File: src/rtl/assert_macros.svh
// Assertion macros shared by the response header scanner RTL.
// No dependencies; included by files that carry concurrent assertions.
`ifndef ASSERT_MACROS_SVH
`define ASSERT_MACROS_SVH
`ifndef ASSERT_OFF
// Same-cycle implication, checked on every rising edge out of reset.
`define ASSERT_IMPL(label, clk, rstn, ante, cons) \
    label: assert property (@(posedge clk) disable iff (!(rstn)) (ante) |-> (cons)) \
        else $error("assertion failed: same-cycle implication");
// Next-cycle implication.
`define ASSERT_NEXT(label, clk, rstn, ante, cons) \
    label: assert property (@(posedge clk) disable iff (!(rstn)) (ante) |=> (cons)) \
        else $error("assertion failed: next-cycle implication");
`else
`define ASSERT_IMPL(label, clk, rstn, ante, cons)
`define ASSERT_NEXT(label, clk, rstn, ante, cons)
`endif
`endif

File: src/rtl/hrs_pkg.sv
// Package for the HTTP response header scanner: sizes, codes, state and result types.
// No dependencies; used by hrs_step and http_response_header_scanner_top.
package hrs_pkg;

    // Sizes
    localparam int HeaderMax    = 1024;
    localparam int CountBits    = 40;
    localparam int HdrCntW      = $clog2(HeaderMax + 1);
    localparam int MinStatusHdr = 12;
    localparam int StatusDigits = 3;
    localparam int PrefixLen    = 5;
    localparam int NameLen      = 14;

    localparam logic [CountBits-1:0] CountMax = {CountBits{1'b1}};

    // Action codes
    localparam logic [1:0] ActData  = 2'd0;
    localparam logic [1:0] ActClose = 2'd1;
    localparam logic [1:0] ActStart = 2'd2;

    // Event codes
    localparam logic [2:0] EvNone      = 3'd0;
    localparam logic [2:0] EvHdrOk     = 3'd1;
    localparam logic [2:0] EvRedirect  = 3'd2;
    localparam logic [2:0] EvFailure   = 3'd3;
    localparam logic [2:0] EvTooLarge  = 3'd4;
    localparam logic [2:0] EvBodyDone  = 3'd5;
    localparam logic [2:0] EvClosedHdr = 3'd6;

    // Response phase
    localparam logic [1:0] PhHeader     = 2'd0;
    localparam logic [1:0] PhBody       = 2'd1;
    localparam logic [1:0] PhDoneHdr    = 2'd2;
    localparam logic [1:0] PhDoneNoHdr  = 2'd3;

    // Status line scan
    localparam logic [1:0] SsSeek   = 2'd0;
    localparam logic [1:0] SsSpaces = 2'd1;
    localparam logic [1:0] SsDigits = 2'd2;
    localparam logic [1:0] SsEnd    = 2'd3;

    // Content-Length scan
    localparam logic [2:0] LsSearch   = 3'd0;
    localparam logic [2:0] LsName     = 3'd1;
    localparam logic [2:0] LsWs       = 3'd2;
    localparam logic [2:0] LsDigits   = 3'd3;
    localparam logic [2:0] LsFound    = 3'd4;
    localparam logic [2:0] LsNoDigits = 3'd5;

    localparam logic [2:0] PrefixGood = 3'd5;
    localparam logic [2:0] PrefixBad  = 3'd7;

    // Characters
    localparam logic [7:0] ChCr    = 8'h0D;
    localparam logic [7:0] ChLf    = 8'h0A;
    localparam logic [7:0] ChSpace = 8'h20;
    localparam logic [7:0] ChTab   = 8'h09;
    localparam logic [7:0] ChColon = 8'h3A;
    localparam logic [7:0] ChZero  = 8'h30;
    localparam logic [7:0] ChNine  = 8'h39;
    localparam logic [7:0] ChUpA   = 8'h41;
    localparam logic [7:0] ChUpZ   = 8'h5A;
    localparam logic [7:0] CaseGap = 8'h20;

    typedef struct packed {
        logic [1:0]           phase;
        logic [HdrCntW-1:0]   header_bytes;
        logic [1:0]           term_progress;
        logic [2:0]           prefix_pos;
        logic [1:0]           status_stage;
        logic [9:0]           status_accum;
        logic [1:0]           status_digits;
        logic                 at_line_start;
        logic [3:0]           name_pos;
        logic [2:0]           length_stage;
        logic [CountBits-1:0] length_accum;
        logic [CountBits-1:0] body_count;
    } state_t;

    typedef struct packed {
        logic                 body_valid;
        logic [7:0]           body_byte;
        logic [2:0]           event_res;
        logic [9:0]           status_code;
        logic                 status_valid;
        logic                 length_known;
        logic [CountBits-1:0] declared_length;
        logic [CountBits-1:0] saved_count;
    } result_t;

    localparam state_t StateReset = '{
        phase:         PhHeader,
        header_bytes:  '0,
        term_progress: 2'd0,
        prefix_pos:    3'd0,
        status_stage:  SsSeek,
        status_accum:  10'd0,
        status_digits: 2'd0,
        at_line_start: 1'b1,
        name_pos:      4'd0,
        length_stage:  LsSearch,
        length_accum:  '0,
        body_count:    '0
    };

    // "HTTP/" one character at a time
    function automatic logic [7:0] prefix_char(input logic [2:0] idx);
        logic [7:0] c;
        unique case (idx)
            3'd0:    c = 8'h48;
            3'd1:    c = 8'h54;
            3'd2:    c = 8'h54;
            3'd3:    c = 8'h50;
            3'd4:    c = 8'h2F;
            default: c = 8'h00;
        endcase
        return c;
    endfunction

    // "content-length" in lower case
    function automatic logic [7:0] name_char(input logic [3:0] idx);
        logic [7:0] c;
        unique case (idx)
            4'd0:    c = 8'h63;
            4'd1:    c = 8'h6F;
            4'd2:    c = 8'h6E;
            4'd3:    c = 8'h74;
            4'd4:    c = 8'h65;
            4'd5:    c = 8'h6E;
            4'd6:    c = 8'h74;
            4'd7:    c = 8'h2D;
            4'd8:    c = 8'h6C;
            4'd9:    c = 8'h65;
            4'd10:   c = 8'h6E;
            4'd11:   c = 8'h67;
            4'd12:   c = 8'h74;
            4'd13:   c = 8'h68;
            default: c = 8'h00;
        endcase
        return c;
    endfunction

endpackage

File: src/rtl/hrs_step.sv
// Per-byte next-state and result logic of the response header scanner.
// Depends on hrs_pkg (state_t, result_t, codes, character tables).
module hrs_step (
    input  hrs_pkg::state_t  st,
    input  logic [1:0]       action,
    input  logic [7:0]       data_byte,
    output hrs_pkg::state_t  st_next,
    output hrs_pkg::result_t res
);

    logic [7:0]                   lower;
    logic                         is_digit;
    logic [3:0]                   digit;
    logic [13:0]                  status_prod;
    logic [hrs_pkg::CountBits+3:0] len_prod;
    logic                         len_sat;
    logic [hrs_pkg::CountBits-1:0] len_stepped;
    logic [hrs_pkg::CountBits-1:0] body_inc;

    // Byte classification
    assign lower = (data_byte >= hrs_pkg::ChUpA && data_byte <= hrs_pkg::ChUpZ)
                 ? data_byte + hrs_pkg::CaseGap : data_byte;
    assign is_digit = data_byte >= hrs_pkg::ChZero && data_byte <= hrs_pkg::ChNine;
    assign digit    = data_byte[3:0];

    // Decimal accumulate: x*10 + d as shifts and adds
    assign status_prod = {1'b0, st.status_accum, 3'b000} + {3'b000, st.status_accum, 1'b0}
                       + {10'd0, digit};
    assign len_prod = {1'b0, st.length_accum, 3'b000} + {3'b000, st.length_accum, 1'b0}
                    + {{hrs_pkg::CountBits{1'b0}}, digit};
    assign len_sat     = len_prod > {4'd0, hrs_pkg::CountMax};
    assign len_stepped = len_sat ? hrs_pkg::CountMax : len_prod[hrs_pkg::CountBits-1:0];

    assign body_inc = (st.body_count != hrs_pkg::CountMax) ? st.body_count + 1'b1
                                                           : st.body_count;

    // Next state and event
    always_comb begin
        hrs_pkg::state_t ns;
        logic [2:0]      ev;
        logic            bv;
        logic [7:0]      bb;
        logic            hdr_end;
        logic            s_ok;
        logic            l_ok;
        logic            hd;

        ns      = st;
        ev      = hrs_pkg::EvNone;
        bv      = 1'b0;
        bb      = 8'd0;
        hdr_end = 1'b0;
        s_ok    = 1'b0;
        l_ok    = 1'b0;

        unique case (action)
            hrs_pkg::ActStart: begin
                ns = hrs_pkg::StateReset;
            end
            hrs_pkg::ActClose: begin
                if (st.phase == hrs_pkg::PhHeader) begin
                    ev       = hrs_pkg::EvClosedHdr;
                    ns.phase = hrs_pkg::PhDoneNoHdr;
                end else if (st.phase == hrs_pkg::PhBody) begin
                    ev       = hrs_pkg::EvBodyDone;
                    ns.phase = hrs_pkg::PhDoneHdr;
                end
            end
            hrs_pkg::ActData: begin
                if (st.phase == hrs_pkg::PhHeader) begin
                    if (st.header_bytes >= hrs_pkg::HdrCntW'(hrs_pkg::HeaderMax)) begin
                        // header overflow: stop scanning
                        ns.phase = hrs_pkg::PhDoneNoHdr;
                        ev       = hrs_pkg::EvTooLarge;
                    end else begin
                        ns.header_bytes = st.header_bytes + 1'b1;

                        // "HTTP/" prefix
                        if (st.prefix_pos < hrs_pkg::PrefixGood) begin
                            ns.prefix_pos = (data_byte == hrs_pkg::prefix_char(st.prefix_pos))
                                          ? st.prefix_pos + 3'd1 : hrs_pkg::PrefixBad;
                        end

                        // status code: first space, more spaces, three digits
                        if (st.status_stage == hrs_pkg::SsSeek) begin
                            if (data_byte == hrs_pkg::ChSpace) begin
                                ns.status_stage = hrs_pkg::SsSpaces;
                            end
                        end else if (st.status_stage == hrs_pkg::SsEnd) begin
                            ns.status_stage = hrs_pkg::SsEnd;
                        end else if (st.status_stage == hrs_pkg::SsSpaces &&
                                     data_byte == hrs_pkg::ChSpace) begin
                            ns.status_stage = hrs_pkg::SsSpaces;
                        end else if (is_digit &&
                                     st.status_digits < 2'(hrs_pkg::StatusDigits)) begin
                            ns.status_accum  = status_prod[9:0];
                            ns.status_digits = st.status_digits + 2'd1;
                            ns.status_stage  =
                                (st.status_digits == 2'(hrs_pkg::StatusDigits - 1))
                                ? hrs_pkg::SsEnd : hrs_pkg::SsDigits;
                        end else begin
                            ns.status_stage = hrs_pkg::SsEnd;
                        end

                        // Content-Length at a line start
                        unique case (st.length_stage)
                            hrs_pkg::LsSearch: begin
                                if (st.at_line_start && lower == hrs_pkg::name_char(4'd0)) begin
                                    ns.length_stage = hrs_pkg::LsName;
                                    ns.name_pos     = 4'd1;
                                end
                            end
                            hrs_pkg::LsName: begin
                                if (st.name_pos < 4'(hrs_pkg::NameLen)) begin
                                    if (lower == hrs_pkg::name_char(st.name_pos)) begin
                                        ns.name_pos = st.name_pos + 4'd1;
                                    end else begin
                                        ns.length_stage = hrs_pkg::LsSearch;
                                        ns.name_pos     = 4'd0;
                                    end
                                end else begin
                                    ns.length_stage = (data_byte == hrs_pkg::ChColon)
                                                    ? hrs_pkg::LsWs : hrs_pkg::LsSearch;
                                    ns.name_pos     = 4'd0;
                                end
                            end
                            hrs_pkg::LsWs: begin
                                if (data_byte == hrs_pkg::ChSpace ||
                                    data_byte == hrs_pkg::ChTab) begin
                                    ns.length_stage = hrs_pkg::LsWs;
                                end else if (is_digit) begin
                                    ns.length_accum =
                                        {{(hrs_pkg::CountBits-4){1'b0}}, digit};
                                    ns.length_stage = hrs_pkg::LsDigits;
                                end else begin
                                    ns.length_stage = hrs_pkg::LsNoDigits;
                                end
                            end
                            hrs_pkg::LsDigits: begin
                                if (is_digit) begin
                                    ns.length_accum = len_stepped;
                                end else begin
                                    ns.length_stage = hrs_pkg::LsFound;
                                end
                            end
                            default: begin
                                ns.length_stage = st.length_stage;
                            end
                        endcase
                        ns.at_line_start = (data_byte == hrs_pkg::ChLf);

                        // CR LF CR LF tracker
                        if (data_byte == hrs_pkg::ChCr) begin
                            ns.term_progress = (st.term_progress == 2'd2) ? 2'd3 : 2'd1;
                        end else if (data_byte == hrs_pkg::ChLf) begin
                            hdr_end          = (st.term_progress == 2'd3);
                            ns.term_progress = (st.term_progress == 2'd1) ? 2'd2 : 2'd0;
                        end else begin
                            ns.term_progress = 2'd0;
                        end

                        // header end: classify the status
                        if (hdr_end) begin
                            ns.phase = hrs_pkg::PhDoneHdr;
                            s_ok = ns.prefix_pos == hrs_pkg::PrefixGood &&
                                   ns.header_bytes >= hrs_pkg::HdrCntW'(hrs_pkg::MinStatusHdr) &&
                                   ns.status_digits == 2'(hrs_pkg::StatusDigits);
                            l_ok = ns.length_stage == hrs_pkg::LsDigits ||
                                   ns.length_stage == hrs_pkg::LsFound;
                            if (s_ok && ns.status_accum >= 10'd200 &&
                                ns.status_accum < 10'd300) begin
                                ev = hrs_pkg::EvHdrOk;
                                if (!(l_ok && ns.length_accum == '0)) begin
                                    ns.phase = hrs_pkg::PhBody;
                                end
                            end else if (s_ok && ns.status_accum >= 10'd300 &&
                                         ns.status_accum < 10'd400) begin
                                ev = hrs_pkg::EvRedirect;
                            end else begin
                                ev = hrs_pkg::EvFailure;
                            end
                        end
                    end
                end else if (st.phase == hrs_pkg::PhBody) begin
                    // body pass-through and length check
                    bv            = 1'b1;
                    bb            = data_byte;
                    ns.body_count = body_inc;
                    if ((st.length_stage == hrs_pkg::LsDigits ||
                         st.length_stage == hrs_pkg::LsFound) &&
                        body_inc >= st.length_accum) begin
                        ev       = hrs_pkg::EvBodyDone;
                        ns.phase = hrs_pkg::PhDoneHdr;
                    end
                end
            end
            default: begin
                ns = st;
            end
        endcase

        // result fields from the updated state
        hd   = ns.phase == hrs_pkg::PhBody || ns.phase == hrs_pkg::PhDoneHdr;
        s_ok = hd && ns.prefix_pos == hrs_pkg::PrefixGood &&
               ns.header_bytes >= hrs_pkg::HdrCntW'(hrs_pkg::MinStatusHdr) &&
               ns.status_digits == 2'(hrs_pkg::StatusDigits);
        l_ok = hd && (ns.length_stage == hrs_pkg::LsDigits ||
                      ns.length_stage == hrs_pkg::LsFound);

        st_next             = ns;
        res.body_valid      = bv;
        res.body_byte       = bb;
        res.event_res       = ev;
        res.status_code     = s_ok ? ns.status_accum : 10'd0;
        res.status_valid    = s_ok;
        res.length_known    = l_ok;
        res.declared_length = l_ok ? ns.length_accum : '0;
        res.saved_count     = ns.body_count;
    end

endmodule

File: src/rtl/http_response_header_scanner_top.sv
// Top level of the HTTP response header scanner: input register, state, result register.
// Depends on hrs_pkg, hrs_step and assert_macros.svh.
//
//  channel  ports  direction  contents
//  input    s_*    in         action, data_byte
//  result   m_*    out        body flag and byte, event, status, length, body count
//
// One transaction in, one result out. The byte is registered in the input
// register, then one pass of the byte-step logic updates the scan state and
// loads the result register. A new byte is taken every cycle while results drain.
// aresetn (synchronous, active low) empties both registers and restores the scan state.
// A stalled result holds the pipeline; s_ready follows m_ready in the same cycle.
`include "assert_macros.svh"

module http_response_header_scanner_top (
    input  logic                          aclk,
    input  logic                          aresetn,
    input  logic                          s_valid,
    output logic                          s_ready,
    input  logic [1:0]                    s_action,
    input  logic [7:0]                    s_data_byte,
    output logic                          m_valid,
    input  logic                          m_ready,
    output logic                          m_body_valid,
    output logic [7:0]                    m_body_byte,
    output logic [2:0]                    m_event_res,
    output logic [9:0]                    m_status_code,
    output logic                          m_status_valid,
    output logic                          m_length_known,
    output logic [hrs_pkg::CountBits-1:0] m_declared_length,
    output logic [hrs_pkg::CountBits-1:0] m_saved_count
);

    logic             in_valid_reg;
    logic [1:0]       in_action_reg;
    logic [7:0]       in_byte_reg;
    logic             out_valid_reg;
    hrs_pkg::result_t out_reg;
    hrs_pkg::state_t  state_reg;
    hrs_pkg::state_t  state_next;
    hrs_pkg::result_t res_next;
    logic             advance;
    logic             s_fire;

    // Handshake
    assign advance = in_valid_reg && (!out_valid_reg || m_ready);
    assign s_ready = !in_valid_reg || advance;
    assign s_fire  = s_valid && s_ready;

    // Input register
    always_ff @(posedge aclk) begin
        if (!aresetn) begin
            in_valid_reg <= 1'b0;
        end else if (s_fire) begin
            in_valid_reg <= 1'b1;
        end else if (advance) begin
            in_valid_reg <= 1'b0;
        end
    end

    always_ff @(posedge aclk) begin
        if (s_fire) begin
            in_action_reg <= s_action;
            in_byte_reg   <= s_data_byte;
        end
    end

    // Byte step
    hrs_step u_step (
        .st        (state_reg),
        .action    (in_action_reg),
        .data_byte (in_byte_reg),
        .st_next   (state_next),
        .res       (res_next)
    );

    // Scan state
    always_ff @(posedge aclk) begin
        if (!aresetn) begin
            state_reg <= hrs_pkg::StateReset;
        end else if (advance) begin
            state_reg <= state_next;
        end
    end

    // Result register
    always_ff @(posedge aclk) begin
        if (!aresetn) begin
            out_valid_reg <= 1'b0;
        end else if (advance) begin
            out_valid_reg <= 1'b1;
        end else if (m_ready) begin
            out_valid_reg <= 1'b0;
        end
    end

    always_ff @(posedge aclk) begin
        if (advance) begin
            out_reg <= res_next;
        end
    end

    assign m_valid           = out_valid_reg;
    assign m_body_valid      = out_reg.body_valid;
    assign m_body_byte       = out_reg.body_byte;
    assign m_event_res       = out_reg.event_res;
    assign m_status_code     = out_reg.status_code;
    assign m_status_valid    = out_reg.status_valid;
    assign m_length_known    = out_reg.length_known;
    assign m_declared_length = out_reg.declared_length;
    assign m_saved_count     = out_reg.saved_count;

    // Checks
    `ASSERT_IMPL(a_body_event, aclk, aresetn, out_valid_reg && out_reg.body_valid, out_reg.event_res == hrs_pkg::EvNone || out_reg.event_res == hrs_pkg::EvBodyDone)
    `ASSERT_IMPL(a_status_zero, aclk, aresetn, out_valid_reg && !out_reg.status_valid, out_reg.status_code == 10'd0)
    `ASSERT_IMPL(a_length_zero, aclk, aresetn, out_valid_reg && !out_reg.length_known, out_reg.declared_length == '0)
    `ASSERT_IMPL(a_body_status, aclk, aresetn, state_reg.phase == hrs_pkg::PhBody, state_reg.prefix_pos == hrs_pkg::PrefixGood && state_reg.status_digits == 2'(hrs_pkg::StatusDigits))
    `ASSERT_NEXT(a_stall_hold, aclk, aresetn, out_valid_reg && !m_ready, out_valid_reg && $stable(out_reg))

endmodule
File: config.mk
export PLATFORM = sky130hd
export DESIGN_NAME = http_response_header_scanner_top
export DESIGN_NICKNAME = d
export VERILOG_FILES = /design/src/rtl/hrs_pkg.sv /design/src/rtl/hrs_step.sv /design/src/rtl/http_response_header_scanner_top.sv
export VERILOG_INCLUDE_DIRS = /design/src /design/src/rtl
export SDC_FILE = /design/constraint.sdc
export NUM_CORES = 1
export LEC_CHECK = 0
export ABC_CLOCK_PERIOD_IN_PS = 7500
export BUFFER_PORTS_ARGS = -buffer_cell sky130_fd_sc_hd__buf_2
export CELL_PAD_IN_SITES_DETAIL_PLACEMENT = 0
export CELL_PAD_IN_SITES_GLOBAL_PLACEMENT = 1
export CORE_UTILIZATION = 30
export CTS_CLUSTER_DIAMETER = 60
export CTS_CLUSTER_SIZE = 40
export DETAILED_ROUTE_END_ITERATION = 10
export PLACE_DENSITY_LB_ADDON = 0.1
export RECOVER_POWER = 50
export SLEW_MARGIN = 20
export SYNTH_ARGS = -nofsm -noshare
export SYNTH_HDL_FRONTEND = slang
export SYNTH_HIERARCHICAL = 1
export SYNTH_SLANG_ARGS = --single-unit
export TNS_END_PERCENT = 30
File: constraint.sdc
create_clock -name aclk -period 7.5 [get_ports aclk]
set_input_delay 0.375 -clock aclk [delete_from_list [all_inputs] [get_ports aclk]]
set_output_delay 0.375 -clock aclk [all_outputs]
set_load 0.05 [all_outputs]
### Word level (Yosys, flattened, before mapping)

Memory sizes are Yosys's and may differ from the RTL's. A register that Yosys moved wholly into a read port is not among the register bits.
Cells that the tools add are included.

* magnitude comparators: 16
* divide/modulo/power cells: 0
* muxes and demuxes: 92
* reduce and logical (&&, ||, !) cells: 43
* bitwise operators: 2
* multiply operators: 0
* equality and inequality tests: 41
* add/sub/neg operators: 10
* shifts and indexed selects: 0

Operators by type and width (count)
* 40-bit two-way mux: 10
* 118-bit case mux with 2 select lines: 1
* 78-bit two-way mux: 2
* 12-bit two-way mux: 7
* 8-bit two-way mux: 10
* 40-bit case mux with 2 select lines: 1
* 3-bit two-way mux: 19
* 43-bit by 41-bit adder with 44-bit output: 1
* 44-bit by 4-bit adder with 44-bit output: 1
* 44-bit by 40-bit greater-than comparator with 1-bit output (second input constant): 1
* 40-bit by 1-bit adder with 40-bit output (second input constant): 1
* 40-bit >= comparator: 1
* 40-bit zero test: 1
* 2-bit two-way mux: 20
* 40-bit inequality test (second input constant): 1
* 7-bit case mux with 4 select lines: 1
* 8-bit by 4-bit equality test with 1-bit output (second input constant): 3
* 11-bit by 4-bit >= comparator with 1-bit output (second input constant): 2
* 10-bit by 9-bit less-than comparator with 1-bit output (second input constant): 2
* 1-bit logical AND: 19
* 3-bit by 2-bit equality test with 1-bit output (second input constant): 6
* 3-bit equality test (second input constant): 6
* 2-bit equality test (second input constant): 8
* 8-bit by 6-bit equality test with 1-bit output (second input constant): 2
* other kinds (43): 78

* logic and storage cells: 229
* bits of input ports: 14
* register bits: 236
* memories: 1
* bits in latches: 0
* memory bits (read-only): 112
* memory bits (writable): 0

Memories
* (no name shown): words 16, width 7, rd ports 1, clocked after memory_dff 1, write ports 0, line hrs_pkg.sv:123 `unique case (idx)`

### Longest topological paths before layout

* word-level depth: 28
* mapped depth: 28
* mapped depth without buffers: 26

### By module

The synthesis kept the hierarchy.

By module, submodules not included
* hrs_step: times used 1, area an instance 10623.9 um2, cells each 1675
* http_response_header_scanner_top: times used 1, area an instance 8374.3 um2, cells each 644

### Worst setup path after synthesis

OpenSTA, ideal clock, no wires.

* path kind: register -> register
* start point: register state_reg[3] (netlist name)
* end point: register out_reg, in the netlist m_status_code[0] (data pin)
* setup slack: 2.040 ns
* data arrival time: 5.192 ns
* data required time: 7.232 ns
* setup time: 0.268 ns
* cell stages (with the launch flop): 26
* cells stage by stage: dfxtp_1 > clkbuf_1 > nand3_1 > or2_2 > nand2b_1 > or2_2 > clkbuf_1 > or3_1 > clkbuf_1 > or2_2 > clkbuf_1 > or3_1 > xnor2_1 > ha_1 > nand4_1 > nor4_1 > a21boi_0 > a311oi_1 > nor2b_1 > nand2b_1 > a2111oi_0 > a31oi_1 > nand2b_1 > o31ai_4 > buf_6 > nor3b_1

* longest elaborated chain between the ends: 13
* elaborated cells on any way between the ends: 15
* those cells by class: add/sub: 1; order compare: 1; eq/ne: 3; mux: 5; reduce/logical: 5

RTL lines
* from (decl): line http_response_header_scanner_top.sv:39 `hrs_pkg::state_t state_reg;`
* from (signal assigned): line http_response_header_scanner_top.sv:80 `state_reg <= hrs_pkg::StateReset;`
* from (signal assigned): line http_response_header_scanner_top.sv:82 `state_reg <= state_next;`
* 40-bit by 1-bit adder with 40-bit output or 40-bit inequality test (tied branches): line hrs_step.sv:34 `assign body_inc = (st.body_count != hrs_pkg::CountMax) ? st.body_count + 1'b1`
* 40-bit two-way mux (*): line hrs_step.sv:34
* 40-bit >= comparator (*): line hrs_step.sv:191 `body_inc >= st.length_accum) begin`
* 1-bit logical AND (*): line hrs_step.sv:190 `st.length_stage == hrs_pkg::LsFound) &&`
* 2-bit two-way mux (*): line hrs_step.sv:189 `if ((st.length_stage == hrs_pkg::LsDigits ||`
* 2-bit two-way mux (*): line hrs_step.sv:184 `end else if (st.phase == hrs_pkg::PhBody) begin`
* 2-bit two-way mux (*): line hrs_step.sv:70 `if (st.phase == hrs_pkg::PhHeader) begin`
* 2-bit case mux with 3 select lines (*): line hrs_step.sv:56 `unique case (action)`
* 2-bit by 1-bit equality test with 1-bit output or 2-bit equality test (tied branches): line hrs_step.sv:203 `hd = ns.phase == hrs_pkg::PhBody || ns.phase == hrs_pkg::PhDoneHdr;`
* 1-bit logical OR (*): line hrs_step.sv:203
* 1-bit logical AND (*) (2 in a row): line hrs_step.sv:204 `s_ok = hd && ns.prefix_pos == hrs_pkg::PrefixGood &&`
* 1-bit logical AND (*): line hrs_step.sv:205 `ns.header_bytes >= hrs_pkg::HdrCntW'(hrs_pkg::MinStatusHdr) &&`
* to (signal assigned): line http_response_header_scanner_top.sv:99 `out_reg <= res_next;`
* to (decl): line http_response_header_scanner_top.sv:38 `hrs_pkg::result_t out_reg;`

Every way passes the cells marked *; elsewhere a longest branch is shown, timed or not.
A chain may end at the register's enable or synchronous reset.

### Worst setup path in the final report

* start point: register state_reg[22] (netlist name)
* end point: register out_reg, in the netlist m_status_code[4] (data pin)

The elaborated chain is that of the path after synthesis.

==> summary.txt <==
STA
  – Fmax: 151 MHz
  – Worst slew pin tran: 3.70 ns
  – Fin crit share: 88.2%
  – Setup Skew: 0.0196 ns
  – Pins Over Slew Limit: 245
  – Crit path time final: 6.61 ns
  – Slew HR: -146%
  – Setup violators final: 0
  – Final hold vios: 0
  – Unrepaired setup endpoints after global routing: no
  – Setup TNS: 0 ns

Clock network
  – Number of post-CTS setup repair buffers: 0
  – Clock buffer depth: 3
  – Clk slew on worst S/H paths: 0.07 ns
  – Root buffer cell: clkbuf_16
  – H-tree depth: 1
  – Clock Latency Late Sink: 0.61 ns
  – CTS buffer count: 31
  – Clk sink count: roughly 240
  – CTS tree: built

Setup path
  – Setup crit end kind: flip-flop
  – Critical setup path kind: flip-flop to flip-flop
  – Crit path to: m_status_code[4]
  – CP Launch Type: flip-flop
  – R2R Path Start: state_reg[22]
  – Critical Path Source: state_reg[22]
  – Crit path DAT: approximately 6.9 ns
  – Data required, critical path: roughly 8 ns
  – Reg2reg setup slack: around 0.9 ns
  – Worst R2R End: m_status_code[4]
  – Max FO, Critical Path: 23
  – Reg2Reg Depth: 25

Pwr
  – Combinational share of power: 8.7%
  – Psw: 0.000924 W
  – Sequential cell fraction of total power: 42.7%
  – Pwr Total: 0.00325 W
  – P_int: 0.00232 W
  – Peak supply drop: ~0.16 mV
  – Leakage: 7.86 nW
  – Sw frac: 28.5%
  – Clk pwr share: around 49%
  – Power per standard cell area: around 150 nW/um2

Routing
  – Final ANT Viol Nets: 0
  – Drt via density: 5.38
  – Routed via count: 17,200
  – Drt total wl: 70.8 mm
  – DRC violations left: 0
  – 1st-pass router iterations: 5
  – Drt wl/cell: 22.1 um
  – 1st-iter DRT viols: 1,275

Global routing
  – Initial antenna violation count: 2
  – Total global-route track usage: a little over a fifth
  – First-pass GRT wire length: 107 mm
  – Largest net degree at the start of global routing: between 90 and 100
  – Vias in the first global route: about 17,000
  – Total grt overflow: 0

Die
  – Num ports: 120
  – Core outline area: ~62,000 um2
  – Die H: 254 um
  – Rows: 91
  – Die Wd: 254 um
  – Initial cell density of the core: between 30 and 40%
  – Die Area: approximately 64,000 um2

Yosys
  – Area share of and/or/nand/nor cells after synthesis: 20.5%
  – XOR/XNOR Fraction of Synth Area: 4.29%
  – Synthesized area per cell: 8.19 um2
  – Synth Instances: 2,319
  – Synth Area in Compound Gates: 19.4%
  – Post-Synthesis Cell Area: around 19,000 um2
  – Warnings from Yosys: 6
  – Seq/Total Area, Yosys: 30.9%
  – Adder-cell share of the synthesized area: 10.6%
  – Multiplexer share of the synthesized area: 6.76%
  – Largest family of logic cells by synthesized area: simple AND/OR/NAND/NOR gates
  – Mapped Nets: 2,492
  – Post-synth EDFFs: 114
  – Post-synthesis register bit count: 236
  – Primary FF master, synth: dfxtp_1
  – Post-synth ARST share: 0%
  – Distinct cells, synth: 87

Status
  – Failing checks: max-capacitance violations, max-slew violations
  – Result of the run: finished, violations left

Placed design
  – GPL Wtd Cong: 0.933
  – Input/output buffers: 119
  – Post-DP HPWL: 52.5 mm

Job
  – Max-cap violations: 5

Finish
  – Largest register FFs: between 100 and 150
  – Layout cells sized above 1: 6.17%
  – Area growth syn-to-layout: 10.7%
  – Antenna cells: 0
  – Final nets: 2,516

Hold path
  – Hold WC Path Type: primary input to flip-flop
-- worst max-delay path: stages (launching register included) --
cell       delay, ns
dfxtp_1         0.38
and3_1          0.22
and4_1          0.27
nand4_1         0.30
nand4_1         0.33
nor3_2          0.42
and3_1          0.33
nand3_1         0.21
nor2_1          0.34
nand4_1         0.25
nor2_1          0.29
nand3_1         0.17
xnor2_1         0.16
ha_1            0.32
nand4_1         0.08
nor4_1          0.06
a21boi_0        0.14
a311oi_1        0.45
nor2b_1         0.13
nand2b_1        0.16
a2111oi_0       0.53
a31oi_1         0.11
nand2b_1        0.23
o31ai_4         0.10
buf_12          0.22
nor3b_1         0.07
-- power groups by stage --
stage	Combinational (W)	Clock (W)	Sequential [W]
finish	0.000283	0.00158	0.00139
detailed placement	0.000281	0	0.00141
global placement	0.000280	0	0.00141
global route	0.000303	0.00167	0.00139
floorplan	0.000160	0	0.00146
CTS	0.000286	0.00163	0.00138
-- cells in the final DEF, fill, tap and decap left out, types with 26 or more instances in the layout --
cell / count
a21o_1: 28
a21oi_1: 126
a22o_1: 42
buf_4: 44
clkbuf_1: 110
clkbuf_16: 32
dfxtp_1: 122
edfxtp_1: 114
ha_1: 155
inv_1: 84
mux2i_1: 126
nand2_1: 463
nand3_1: 41
nand4_1: 45
nor2_1: 141
nor3_1: 26
o21ai_0: 155
o31ai_1: 29
xnor2_1: 61
xor2_1: 32
-- synthesized netlist by cell type (25+ instances only) --
cell type | count | area share [%]
a21o_1 | 28 | 1.1
a21oi_1 | 127 | 3.3
a22o_1 | 42 | 1.9
buf_4 | 45 | 1.8
clkbuf_1 | 108 | 2.1
dfxtp_1 | 122 | 13
edfxtp_1 | 114 | 18
ha_1 | 155 | 10
inv_1 | 84 | 1.7
mux2i_1 | 126 | 6.6
nand2_1 | 463 | 9.1
nand3_1 | 41 | 1.1
nand4_1 | 45 | 1.5
nor2_1 | 142 | 2.8
nor3_1 | 29 | 0.76
nor4_1 | 25 | 0.82
o21ai_0 | 155 | 4.1
o31ai_1 | 29 | 1.1
xnor2_1 | 61 | 2.8
xor2_1 | 32 | 1.5
-- kinds of logic (layout without fill, tap and decap cells) --
group / after synthesis / count (layout)
AOI/OAI and AO/OA: 567 / 567
xor gates and xnor gates: 93 / 93
adders and majority gates: 159 / 159
buffers and inverters: 274 / 323
DFF: 236 / 236
muxes: 128 / 128
and+or+nand+nor: 862 / 862
-- worst min path at each step --
stage / slack [ns] / from / end / cells after the start
after floorplan: 0.43 / state_reg[104] / state_reg[104] / 2
after global placement: 0.46 / state_reg[99] / state_reg[99] / 2
after detailed placement: 0.47 / state_reg[14] / state_reg[14] / 2
after CTS: 0.10 / m_ready / m_valid / 3
after global routing: 0.20 / m_ready / m_valid / 3
final: 0.19 / m_ready / m_valid / 3
-- cell type report --
class,instances,area (um2)
Multi-Input combinational cell,1809,11700
Inverter,85,319
Clock buffer,33,805
Tap cell,837,1050
Clock inverter,25,295
Timing Repair Buffer,180,966
Fill cell,6647,41100
Sequential cell,236,5870
-- per-stage QoR --
stage          setup slack (ns)  cell area, um2  std cells  util [%]  hold WS [ns]
2_1_floorplan              2.04           19000       2319         -         0.434
3_3_place_gp              0.941           20000       3136      32.1         0.460
3_5_place_dp              0.716           20000       3136      32.1         0.466
4_1_cts                   0.676           21200       3205      34.1         0.104
5_1_grt                   0.258           21000       3205      33.8         0.196
6_report                  0.886           21000       3205      33.8         0.191
-- what timing repair did --
| action | CTS | global route |
|---|---|---|
| hold endpoints to repair | 11 | 0 |
| resized for setup | 0 | 1 |
| setup endpoints to repair | 0 | 10 |
| hold buffers | 11 | 0 |
-- routing by layer --
metal	vias up	wire [um]	track usage, %
met1	8357	33400	30.0
met2	418	32300	35.9
met3	95	2720	1.93
li1	8377	-	-
met4	0	2370	6.90
met5	-	0	0
No activity file was read; power rests on OpenSTA's default activity.
